File: src/rtl/bsc_pkg.sv
// Package for the banker's safety checker: payload structs, command and status codes,
// controller states and the command/status bundles between controller and datapath.
// No dependencies.
`default_nettype none
package bsc_pkg;

	typedef enum logic [1:0] {
		CMD_LOAD    = 2'd0,
		CMD_AVAIL   = 2'd1,
		CMD_REQUEST = 2'd2,
		CMD_CHECK   = 2'd3
	} cmd_e_t;

	typedef enum logic [2:0] {
		ST_LOAD_OK      = 3'd0,
		ST_LOAD_BAD     = 3'd1,
		ST_GRANTED      = 3'd2,
		ST_OVER_NEED    = 3'd3,
		ST_OVER_AVAIL   = 3'd4,
		ST_UNSAFE_DENY  = 3'd5,
		ST_SAFE         = 3'd6,
		ST_UNSAFE       = 3'd7
	} status_e_t;

	typedef struct packed {
		logic [1:0] cmd;
		logic [2:0] process;
		logic [1:0] resource;
		logic [7:0] alloc_value;
		logic [7:0] max_value;
		logic [7:0] avail_value;
		logic [7:0] req_0;
		logic [7:0] req_1;
		logic [7:0] req_2;
		logic [7:0] req_3;
	} item_t;

	typedef struct packed {
		logic [2:0] status;
		logic [2:0] seq_process;
		logic       last;
	} result_t;

	typedef enum logic [2:0] {
		S_IDLE,
		S_EXEC,
		S_SCAN_INIT,
		S_SCAN,
		S_DECIDE,
		S_EMIT
	} state_e_t;

	typedef struct packed {
		logic      latch;
		logic      write_load;
		logic      write_avail;
		logic      apply_req;
		logic      rollback;
		logic      scan_init;
		logic      scan_step;
		logic      post_single;
		logic      post_seq;
		status_e_t code;
	} ctrl_t;

	typedef struct packed {
		cmd_e_t cmd;
		logic   load_ok;
		logic   avail_ok;
		logic   over_need;
		logic   over_avail;
		logic   scan_done;
		logic   safe;
		logic   emit_last;
		logic   slot_free;
	} stat_t;

endpackage
`default_nettype wire

File: src/rtl/bankers_safety_checker_unit.sv
// Top level of the banker's safety checker: controller plus datapath.
// Depends on bsc_pkg, bsc_ctrl and bsc_datapath.
//
//  Channel  | Direction | Handshake                  | Payload
//  item     | in        | item_valid / item_ready    | bsc_pkg::item_t
//  result   | out       | result_valid / result_ready| bsc_pkg::result_t
//
// A load or set-available transaction finishes in the execute state. A request that
// passes its checks, or a check, runs the safety scan, which examines one process per
// cycle for PROCESSES passes, then decides and emits a safe sequence when one exists;
// the single scan comparator row sets the length of that scan.
// Reset is asynchronous and clears the matrices, available vector and control.
// A new transaction is taken while the last result still waits in the output
// register; a stalled result side holds the controller where it must post next.
`default_nettype none
module bankers_safety_checker_unit #(
	parameter int PROCESSES   = 8,
	parameter int RESOURCES   = 3,
	parameter int COUNT_WIDTH = 8
) (
	input  wire logic          clk,
	input  wire logic          arst_n,
	input  wire logic          item_valid,
	output logic               item_ready,
	input  bsc_pkg::item_t     item,
	output logic               result_valid,
	input  wire logic          result_ready,
	output bsc_pkg::result_t   result
);
	import bsc_pkg::*;

	ctrl_t ctrl;
	stat_t stat;

	// Sequencer: decides what the datapath does in each cycle.
	bsc_ctrl u_ctrl (
		.clk        (clk),
		.arst_n     (arst_n),
		.item_valid (item_valid),
		.item_ready (item_ready),
		.stat       (stat),
		.ctrl       (ctrl)
	);

	// State, scan engine and output register.
	bsc_datapath #(
		.PROCESSES   (PROCESSES),
		.RESOURCES   (RESOURCES),
		.COUNT_WIDTH (COUNT_WIDTH)
	) u_datapath (
		.clk          (clk),
		.arst_n       (arst_n),
		.item         (item),
		.ctrl         (ctrl),
		.stat         (stat),
		.result_valid (result_valid),
		.result_ready (result_ready),
		.result       (result)
	);

endmodule
`default_nettype wire

File: src/rtl/bsc_ctrl.sv
// Controller state machine of the banker's safety checker.
// Depends on bsc_pkg; drives commands into bsc_datapath and reads its status.
`default_nettype none
module bsc_ctrl (
	input  wire logic          clk,
	input  wire logic          arst_n,
	input  wire logic          item_valid,
	output logic               item_ready,
	input  bsc_pkg::stat_t     stat,
	output bsc_pkg::ctrl_t     ctrl
);
	import bsc_pkg::*;

	state_e_t state_q, state_d;

	always_ff @(posedge clk or negedge arst_n) begin
		if (!arst_n) begin
			state_q <= S_IDLE;
		end else begin
			state_q <= state_d;
		end
	end

	always_comb begin
		state_d = state_q;
		case (state_q)
			S_IDLE: begin
				if (item_valid) state_d = S_EXEC;
			end
			S_EXEC: begin
				case (stat.cmd)
					CMD_LOAD, CMD_AVAIL: begin
						if (stat.slot_free) state_d = S_IDLE;
					end
					CMD_REQUEST: begin
						if (stat.over_need || stat.over_avail) begin
							if (stat.slot_free) state_d = S_IDLE;
						end else begin
							state_d = S_SCAN_INIT;
						end
					end
					default: state_d = S_SCAN_INIT;
				endcase
			end
			S_SCAN_INIT: state_d = S_SCAN;
			S_SCAN: begin
				if (stat.scan_done) state_d = S_DECIDE;
			end
			S_DECIDE: begin
				if (stat.safe) state_d = S_EMIT;
				else if (stat.slot_free) state_d = S_IDLE;
			end
			S_EMIT: begin
				if (stat.slot_free && stat.emit_last) state_d = S_IDLE;
			end
			default: state_d = S_IDLE;
		endcase
	end

	always_comb begin
		ctrl = '0;
		ctrl.code = ST_LOAD_OK;
		item_ready = (state_q == S_IDLE);
		case (state_q)
			S_IDLE: begin
				ctrl.latch = item_valid;
			end
			S_EXEC: begin
				case (stat.cmd)
					CMD_LOAD: begin
						ctrl.write_load  = stat.slot_free && stat.load_ok;
						ctrl.post_single = stat.slot_free;
						ctrl.code        = stat.load_ok ? ST_LOAD_OK : ST_LOAD_BAD;
					end
					CMD_AVAIL: begin
						ctrl.write_avail = stat.slot_free && stat.avail_ok;
						ctrl.post_single = stat.slot_free;
						ctrl.code        = stat.avail_ok ? ST_LOAD_OK : ST_LOAD_BAD;
					end
					CMD_REQUEST: begin
						if (stat.over_need) begin
							ctrl.post_single = stat.slot_free;
							ctrl.code        = ST_OVER_NEED;
						end else if (stat.over_avail) begin
							ctrl.post_single = stat.slot_free;
							ctrl.code        = ST_OVER_AVAIL;
						end else begin
							ctrl.apply_req = 1'b1;
						end
					end
					default: ;
				endcase
			end
			S_SCAN_INIT: ctrl.scan_init = 1'b1;
			S_SCAN:      ctrl.scan_step = 1'b1;
			S_DECIDE: begin
				if (!stat.safe) begin
					ctrl.post_single = stat.slot_free;
					if (stat.cmd == CMD_REQUEST) begin
						ctrl.rollback = stat.slot_free;
						ctrl.code     = ST_UNSAFE_DENY;
					end else begin
						ctrl.code = ST_UNSAFE;
					end
				end
			end
			S_EMIT: begin
				ctrl.post_seq = stat.slot_free;
				ctrl.code     = (stat.cmd == CMD_REQUEST) ? ST_GRANTED : ST_SAFE;
			end
			default: ;
		endcase
	end

endmodule
`default_nettype wire

File: src/rtl/bsc_datapath.sv
// Datapath of the banker's safety checker: matrices, available and work vectors,
// scan counters, sequence store and the output register. Depends on bsc_pkg.
`default_nettype none
module bsc_datapath #(
	parameter int PROCESSES   = 8,
	parameter int RESOURCES   = 3,
	parameter int COUNT_WIDTH = 8
) (
	input  wire logic            clk,
	input  wire logic            arst_n,
	input  bsc_pkg::item_t       item,
	input  bsc_pkg::ctrl_t       ctrl,
	output bsc_pkg::stat_t       stat,
	output logic                 result_valid,
	input  wire logic            result_ready,
	output bsc_pkg::result_t     result
);
	import bsc_pkg::*;

	localparam int PW  = (PROCESSES > 1) ? $clog2(PROCESSES) : 1;
	localparam int RW  = (RESOURCES > 1) ? $clog2(RESOURCES) : 1;
	localparam int CNW = $clog2(PROCESSES + 1);
	localparam int WW  = COUNT_WIDTH + CNW;
	localparam int CW  = COUNT_WIDTH;

	// Latched transaction.
	cmd_e_t           cmd_q;
	logic [2:0]       proc_q;
	logic [1:0]       res_q;
	logic [CW-1:0]    alloc_in_q, max_in_q, avail_in_q;
	logic [CW-1:0]    req_q [RESOURCES];

	// Banker state.
	logic [CW-1:0]    alloc_q [PROCESSES][RESOURCES];
	logic [CW-1:0]    need_q  [PROCESSES][RESOURCES];
	logic [CW-1:0]    avail_q [RESOURCES];
	logic [WW-1:0]    work_q  [RESOURCES];
	logic [PROCESSES-1:0] fin_q;
	logic [2:0]       seq_q [PROCESSES];

	logic [PW-1:0]    p_q, pass_q, k_q;
	logic [CNW-1:0]   cnt_q;

	logic             out_valid_q;
	result_t          out_q;

	logic [PW-1:0]    row;
	logic [RW-1:0]    rix;
	logic             proc_ok, res_ok, fits, slot_free;
	logic [7:0]       req_all [4];

	assign row = PW'(proc_q);
	assign rix = RW'(res_q);
	assign proc_ok = 32'(proc_q) < PROCESSES;
	assign res_ok  = 32'(res_q) < RESOURCES;
	assign slot_free = !out_valid_q || result_ready;

	assign req_all[0] = item.req_0;
	assign req_all[1] = item.req_1;
	assign req_all[2] = item.req_2;
	assign req_all[3] = item.req_3;

	always_comb begin
		logic over_n, over_a, f;
		over_n = !proc_ok;
		over_a = 1'b0;
		f = !fin_q[p_q];
		for (int r = 0; r < RESOURCES; r++) begin
			if (req_q[r] > need_q[row][r]) over_n = 1'b1;
			if (req_q[r] > avail_q[r]) over_a = 1'b1;
			if (WW'(need_q[p_q][r]) > work_q[r]) f = 1'b0;
		end
		fits = f;
		stat.cmd        = cmd_q;
		stat.load_ok    = proc_ok && res_ok && (alloc_in_q <= max_in_q);
		stat.avail_ok   = res_ok;
		stat.over_need  = over_n;
		stat.over_avail = over_a;
		stat.scan_done  = (p_q == PW'(PROCESSES - 1)) && (pass_q == PW'(PROCESSES - 1));
		stat.safe       = (cnt_q == CNW'(PROCESSES));
		stat.emit_last  = (k_q == PW'(PROCESSES - 1));
		stat.slot_free  = slot_free;
	end

	// Transaction register.
	always_ff @(posedge clk) begin
		if (ctrl.latch) begin
			cmd_q      <= cmd_e_t'(item.cmd);
			proc_q     <= item.process;
			res_q      <= item.resource;
			alloc_in_q <= CW'(item.alloc_value);
			max_in_q   <= CW'(item.max_value);
			avail_in_q <= CW'(item.avail_value);
			for (int r = 0; r < RESOURCES; r++) begin
				req_q[r] <= CW'(req_all[r]);
			end
		end
	end

	// Matrices and available vector.
	always_ff @(posedge clk or negedge arst_n) begin
		if (!arst_n) begin
			for (int p = 0; p < PROCESSES; p++) begin
				for (int r = 0; r < RESOURCES; r++) begin
					alloc_q[p][r] <= '0;
					need_q[p][r]  <= '0;
				end
			end
			for (int r = 0; r < RESOURCES; r++) begin
				avail_q[r] <= '0;
			end
		end else begin
			if (ctrl.write_load) begin
				alloc_q[row][rix] <= alloc_in_q;
				need_q[row][rix]  <= max_in_q - alloc_in_q;
			end
			if (ctrl.write_avail) begin
				avail_q[rix] <= avail_in_q;
			end
			if (ctrl.apply_req) begin
				for (int r = 0; r < RESOURCES; r++) begin
					avail_q[r]      <= avail_q[r] - req_q[r];
					alloc_q[row][r] <= alloc_q[row][r] + req_q[r];
					need_q[row][r]  <= need_q[row][r] - req_q[r];
				end
			end
			if (ctrl.rollback) begin
				for (int r = 0; r < RESOURCES; r++) begin
					avail_q[r]      <= avail_q[r] + req_q[r];
					alloc_q[row][r] <= alloc_q[row][r] - req_q[r];
					need_q[row][r]  <= need_q[row][r] + req_q[r];
				end
			end
		end
	end

	// Scan engine: one process examined per cycle.
	always_ff @(posedge clk or negedge arst_n) begin
		if (!arst_n) begin
			for (int r = 0; r < RESOURCES; r++) begin
				work_q[r] <= '0;
			end
			fin_q  <= '0;
			p_q    <= '0;
			pass_q <= '0;
			cnt_q  <= '0;
			k_q    <= '0;
		end else begin
			if (ctrl.scan_init) begin
				for (int r = 0; r < RESOURCES; r++) begin
					work_q[r] <= WW'(avail_q[r]);
				end
				fin_q  <= '0;
				p_q    <= '0;
				pass_q <= '0;
				cnt_q  <= '0;
				k_q    <= '0;
			end else if (ctrl.scan_step) begin
				if (fits) begin
					for (int r = 0; r < RESOURCES; r++) begin
						work_q[r] <= work_q[r] + WW'(alloc_q[p_q][r]);
					end
					fin_q[p_q] <= 1'b1;
					cnt_q      <= cnt_q + 1'b1;
				end
				if (p_q == PW'(PROCESSES - 1)) begin
					p_q    <= '0;
					pass_q <= pass_q + 1'b1;
				end else begin
					p_q <= p_q + 1'b1;
				end
			end else if (ctrl.post_seq) begin
				k_q <= k_q + 1'b1;
			end
		end
	end

	// Sequence store; entries are written before they are ever read.
	always_ff @(posedge clk) begin
		if (ctrl.scan_step && fits) begin
			seq_q[cnt_q[PW-1:0]] <= 3'(p_q);
		end
	end

	// Output register.
	always_ff @(posedge clk or negedge arst_n) begin
		if (!arst_n) begin
			out_valid_q <= 1'b0;
		end else if (ctrl.post_single || ctrl.post_seq) begin
			out_valid_q <= 1'b1;
		end else if (result_ready) begin
			out_valid_q <= 1'b0;
		end
	end

	always_ff @(posedge clk) begin
		if (ctrl.post_single) begin
			out_q.status      <= ctrl.code;
			out_q.seq_process <= '0;
			out_q.last        <= 1'b1;
		end else if (ctrl.post_seq) begin
			out_q.status      <= ctrl.code;
			out_q.seq_process <= seq_q[k_q];
			out_q.last        <= (k_q == PW'(PROCESSES - 1));
		end
	end

	assign result_valid = out_valid_q;
	assign result       = out_q;

endmodule
`default_nettype wire
File: config.mk
export PLATFORM = sky130hd
export DESIGN_NAME = bankers_safety_checker_unit
export DESIGN_NICKNAME = d
export VERILOG_FILES = /design/src/rtl/bsc_pkg.sv /design/src/rtl/bankers_safety_checker_unit.sv /design/src/rtl/bsc_ctrl.sv /design/src/rtl/bsc_datapath.sv
export SDC_FILE = /design/constraint.sdc
export NUM_CORES = 2
export LEC_CHECK = 0
export BUFFER_PORTS_ARGS = -buffer_cell sky130_fd_sc_hd__buf_2
export CORE_MARGIN = 2
export CORE_UTILIZATION = 45
export DETAILED_ROUTE_END_ITERATION = 8
export HOLD_SLACK_MARGIN = 0.1
export PLACE_DENSITY = 0.61
export SYNTH_ARGS = -nofsm -noshare
export SYNTH_HDL_FRONTEND = slang
export SYNTH_HIERARCHICAL = 1
export SYNTH_SLANG_ARGS = --single-unit
File: constraint.sdc
create_clock -name clk -period 7.5 [get_ports clk]
set_input_delay 0.375 -clock clk [delete_from_list [all_inputs] [get_ports clk]]
set_output_delay 0.375 -clock clk [all_outputs]
set_load 0.02 [all_outputs]
==> results.yml <==
hold_path:
  whs_path_depth: 2
  min-delay-path-class: "in2reg"
synthesis:
  syn_area_per_cell_um2: 8.73
  synth_flop_cell: "dfrtp_1"
  syn_nets: 4667
  seq_area_frac_synth_pct: 37.3
  yosysWarnings: 6
  yosys.area.top_type_share_pct: 30.7
  synth_area_um2: 38300
  synth.distinct_cells: 87
  synth-edff-count: 82
  synth_top_area_cell: "dfrtp_1"
  ys_seq_elements: 555
  synth.area.top_cells: "dfrtp_1 (31%), a22oi_1 (7.7%), edfxtp_1 (6.4%), ha_1 (6.4%), a21oi_1 (4.6%)"
  syn-instance-count: 4382
  synthArstFlopShare_pct: 84.5
cells_and_area:
  regArea_um2: 14300
  fillers: 7765
  area_growth_pct: 13.6
  drive_gt1_share_pct: 11.0
  multi_input_area_um2: 22300
  fin_util_pct: 51.8
  nNetsFinal: 4748
clock_network:
  insertion_delay_ns: 0.64
  cts_inserted_buffers: 69
  clkSlewWorstSetupHoldPaths_ns: 0.06
  cts_tree: "built"
  cts_sinks: 555
  clockRootBuffer: "clkbuf_16"
  ctsHoldBuffers: 56
  cts_resized: 0
  htree_num_levels: 3
  post-cts-setup-buffers: 0
  cts_buffer_depth: 3
setup_path:
  worstPathRequired_ns: 8.02
  reg2reg_depth: 22
  start_kind: "register"
  crit_type: "reg2reg"
  critPathMaxFanout: 20
  arrival_ns: 7.65
  crit_path_end_kind: "register"
place:
  dp.final_hpwl_mm: 130
  port_buffers: 67
  place_congestion: 1.05
  post-place-ws_ns: 0.731
route:
  drt-initial-drc-count: 6798
  drt_pass1_iterations: 6
  num_vias: 40500
  drc_errors: 0
  vias_per_cell: 7.16
  wire_per_inst_um: 33.9
  postRouteAntennaNets: 0
  drt_wl_total_mm: 192
job:
  cap_violations: 1
sta:
  drv_slew: 10
  fin_crit_ns: 7.13
  fin_crit_sh_pct: 95.1
  slew-limit-headroom_pct: -6.26
  finalClockSkew_ns: 0.0279
  final-hold-violation-count: 0
  setup_viol: 0
  grt_setup_unrepaired: "false"
  holdWs_ns: 0.195
  worst_pin_slew_ns: 1.59
  max_freq_mhz: 140
  finalSetupTns_ns: 0
  worst_slack_ns: 0.368
global_route:
  grt_pass1_vias: 37800
  grt_pass1_wl_mm: 274
  grt_max_degree: 150
  grt_antenna_before_repair: 10
  track_usage_pct: 43.4
  grt_overflow: 0
floorplanning:
  die_area_um2: 87400
  core-area_um2: 84000
  die_h_um: 296
  die_w_um: 296
  start_util_pct: 45.6
  core.rowCount: 106
  ios: 76
power_and_ir_drop:
  peakVddDrop_mv: 0.219
  p_per_area_nw_per_um2: 272
  p_leak_uw: 0.0174
run_status:
  status: "finished, violations left"
  violations: "capacitance limit, slew limit"
==> critical path, stage by stage, from the launching register on <==
cell and delay (ns):
edfxtp_1 0.65, nor3b_4 0.98, buf_4 0.30, a22oi_1 0.09, nand4_1 0.22, ha_1 0.36
nor2b_1 0.18, o21a_1 0.19, o21a_1 0.22, o31ai_1 0.35, nand2b_1 0.23, a21o_1 0.29
o221ai_1 0.28, nor2_1 0.15, and3_4 0.36, inv_2 0.13, buf_4 0.16, nand2_1 0.11
buf_12 0.24, nor2_1 0.75, nor2_1 0.26, buf_4 0.26, o22a_1 0.19
==> cell type report <==
cell class	instances	area share [%]
Clock inverter	22	0.354
Antenna cell	5	0.0288
Sequential cell	555	32.8
Tap cell	1134	3.26
Inverter	139	1.21
Multi-Input combinational cell	3343	51.3
Timing Repair Buffer	355	6.58
Clock buffer	99	4.44
==> per-stage QoR <==
step	total power (uW)	area, um^2	instances
2_1_floorplan	6480	38300	4382
3_3_place_gp	8270	40800	5470
3_5_place_dp	8300	40800	5470
4_1_cts	11600	43500	5647
5_1_grt	12200	43500	5647
6_report	11800	43500	5652
==> worst paths after layout <==
path,startpoint,endpoint,slack (ns)
worst max register to register,u_datapath/proc_q[1],u_datapath/need_q[80],0.37
max in group asynchronous,arst_n,u_datapath/alloc_q[176],5.54
min in group asynchronous,arst_n,u_datapath/k_q[0],0.36
worst min register to register,u_datapath/result[2],u_datapath/result[2],0.48
worst min-delay path,item_valid,u_datapath/req_q[0][17],0.19
worst max-delay path,u_datapath/proc_q[1],u_datapath/need_q[80],0.37
==> per-layer routing <==
layer | vias to the layer above | GRT usage, % | routed length (um)
met5 | - | 0 | 48
met4 | 8 | 33.0 | 18400
met3 | 991 | 17.1 | 30300
met2 | 3452 | 59.0 | 74200
met1 | 19300 | 54.8 | 68800
li1 | 16700 | - | -
==> synth_stat cells, types with 82 or more instances <==
| cell | instances |
|---|---|
| edfxtp_1 | 82 |
| o22ai_1 | 107 |
| dfrtp_1 | 469 |
| nor2_1 | 375 |
| a21oi_1 | 353 |
| nand2_1 | 438 |
| ha_1 | 196 |
| xnor2_1 | 88 |
| o21ai_0 | 258 |
| a22oi_1 | 391 |
| nand4_1 | 84 |
| clkbuf_1 | 275 |
| inv_1 | 134 |
==> sequential cells by signal (all words and copies together), names as in the netlist, 3 cells and up <==
register	cells
u_datapath/alloc_in_q	8
u_datapath/work_q	36
u_datapath/proc_q	3
u_datapath/max_in_q	8
u_ctrl/state_q	3
u_datapath/req_q	24
u_datapath/avail_q	24
u_datapath/k_q	3
u_datapath/avail_in_q	8
u_datapath/alloc_q	192
u_datapath/result	7
u_datapath/pass_q	3
u_datapath/fin_q	8
u_datapath/p_q	3
u_datapath/need_q	192
u_datapath/cnt_q	4
u_datapath/seq_q	24
==> cells by family (layout without fill, tap and decap cells) <==
group / after synthesis / in the layout / synth area share [%]
AND/OR/NAND/NOR: 1226 / 1226 / 14.6
other: 0 / 5 / 0
buffers and inverters: 484 / 615 / 4.89
XOR/XNOR: 119 / 119 / 2.72
multiplexers: 105 / 105 / 3.09
adder cells (fa/ha/maj): 218 / 218 / 7.56
AO/OA/AOI/OAI: 1675 / 1675 / 29.8
flip-flops: 555 / 555 / 37.3
==> where the power goes <==
part,internal [uW],leakage [uW],switching (uW)
Sequential,3340,0.00664,331
Clock,1820,0.00102,1430
Combinational,1510,0.00970,3380
==> placed cells by master, fill, tap and decap left out, types with 27 or more instances in the layout <==
cell           netlist  final
nand4_1             84     84
nor2_1             375    365
a21oi_1            353    353
o22a_1              27     27
xnor2_1             88     85
ha_1               196    196
nand2_1            438    438
buf_2               27     66
o221ai_1            32     32
xor2_1              31     31
nor3_1              51     48
inv_1              134    132
dfrtp_1            469    469
edfxtp_1            82     82
o211ai_1            66     66
buf_4                4    215
clkbuf_16            0     69
a221oi_1            78     78
mux2i_1             81     81
a211oi_1            58     57
o21a_1              30     30
a32o_1              33     33
o22ai_1            107    107
dlygate4sd3_1        0     56
nand3_1             69     69
nor2b_1             51     51
o21ai_0            258    258
a22oi_1            391    391
nand2b_1            40     40
Power figures use the tool's default switching activity.
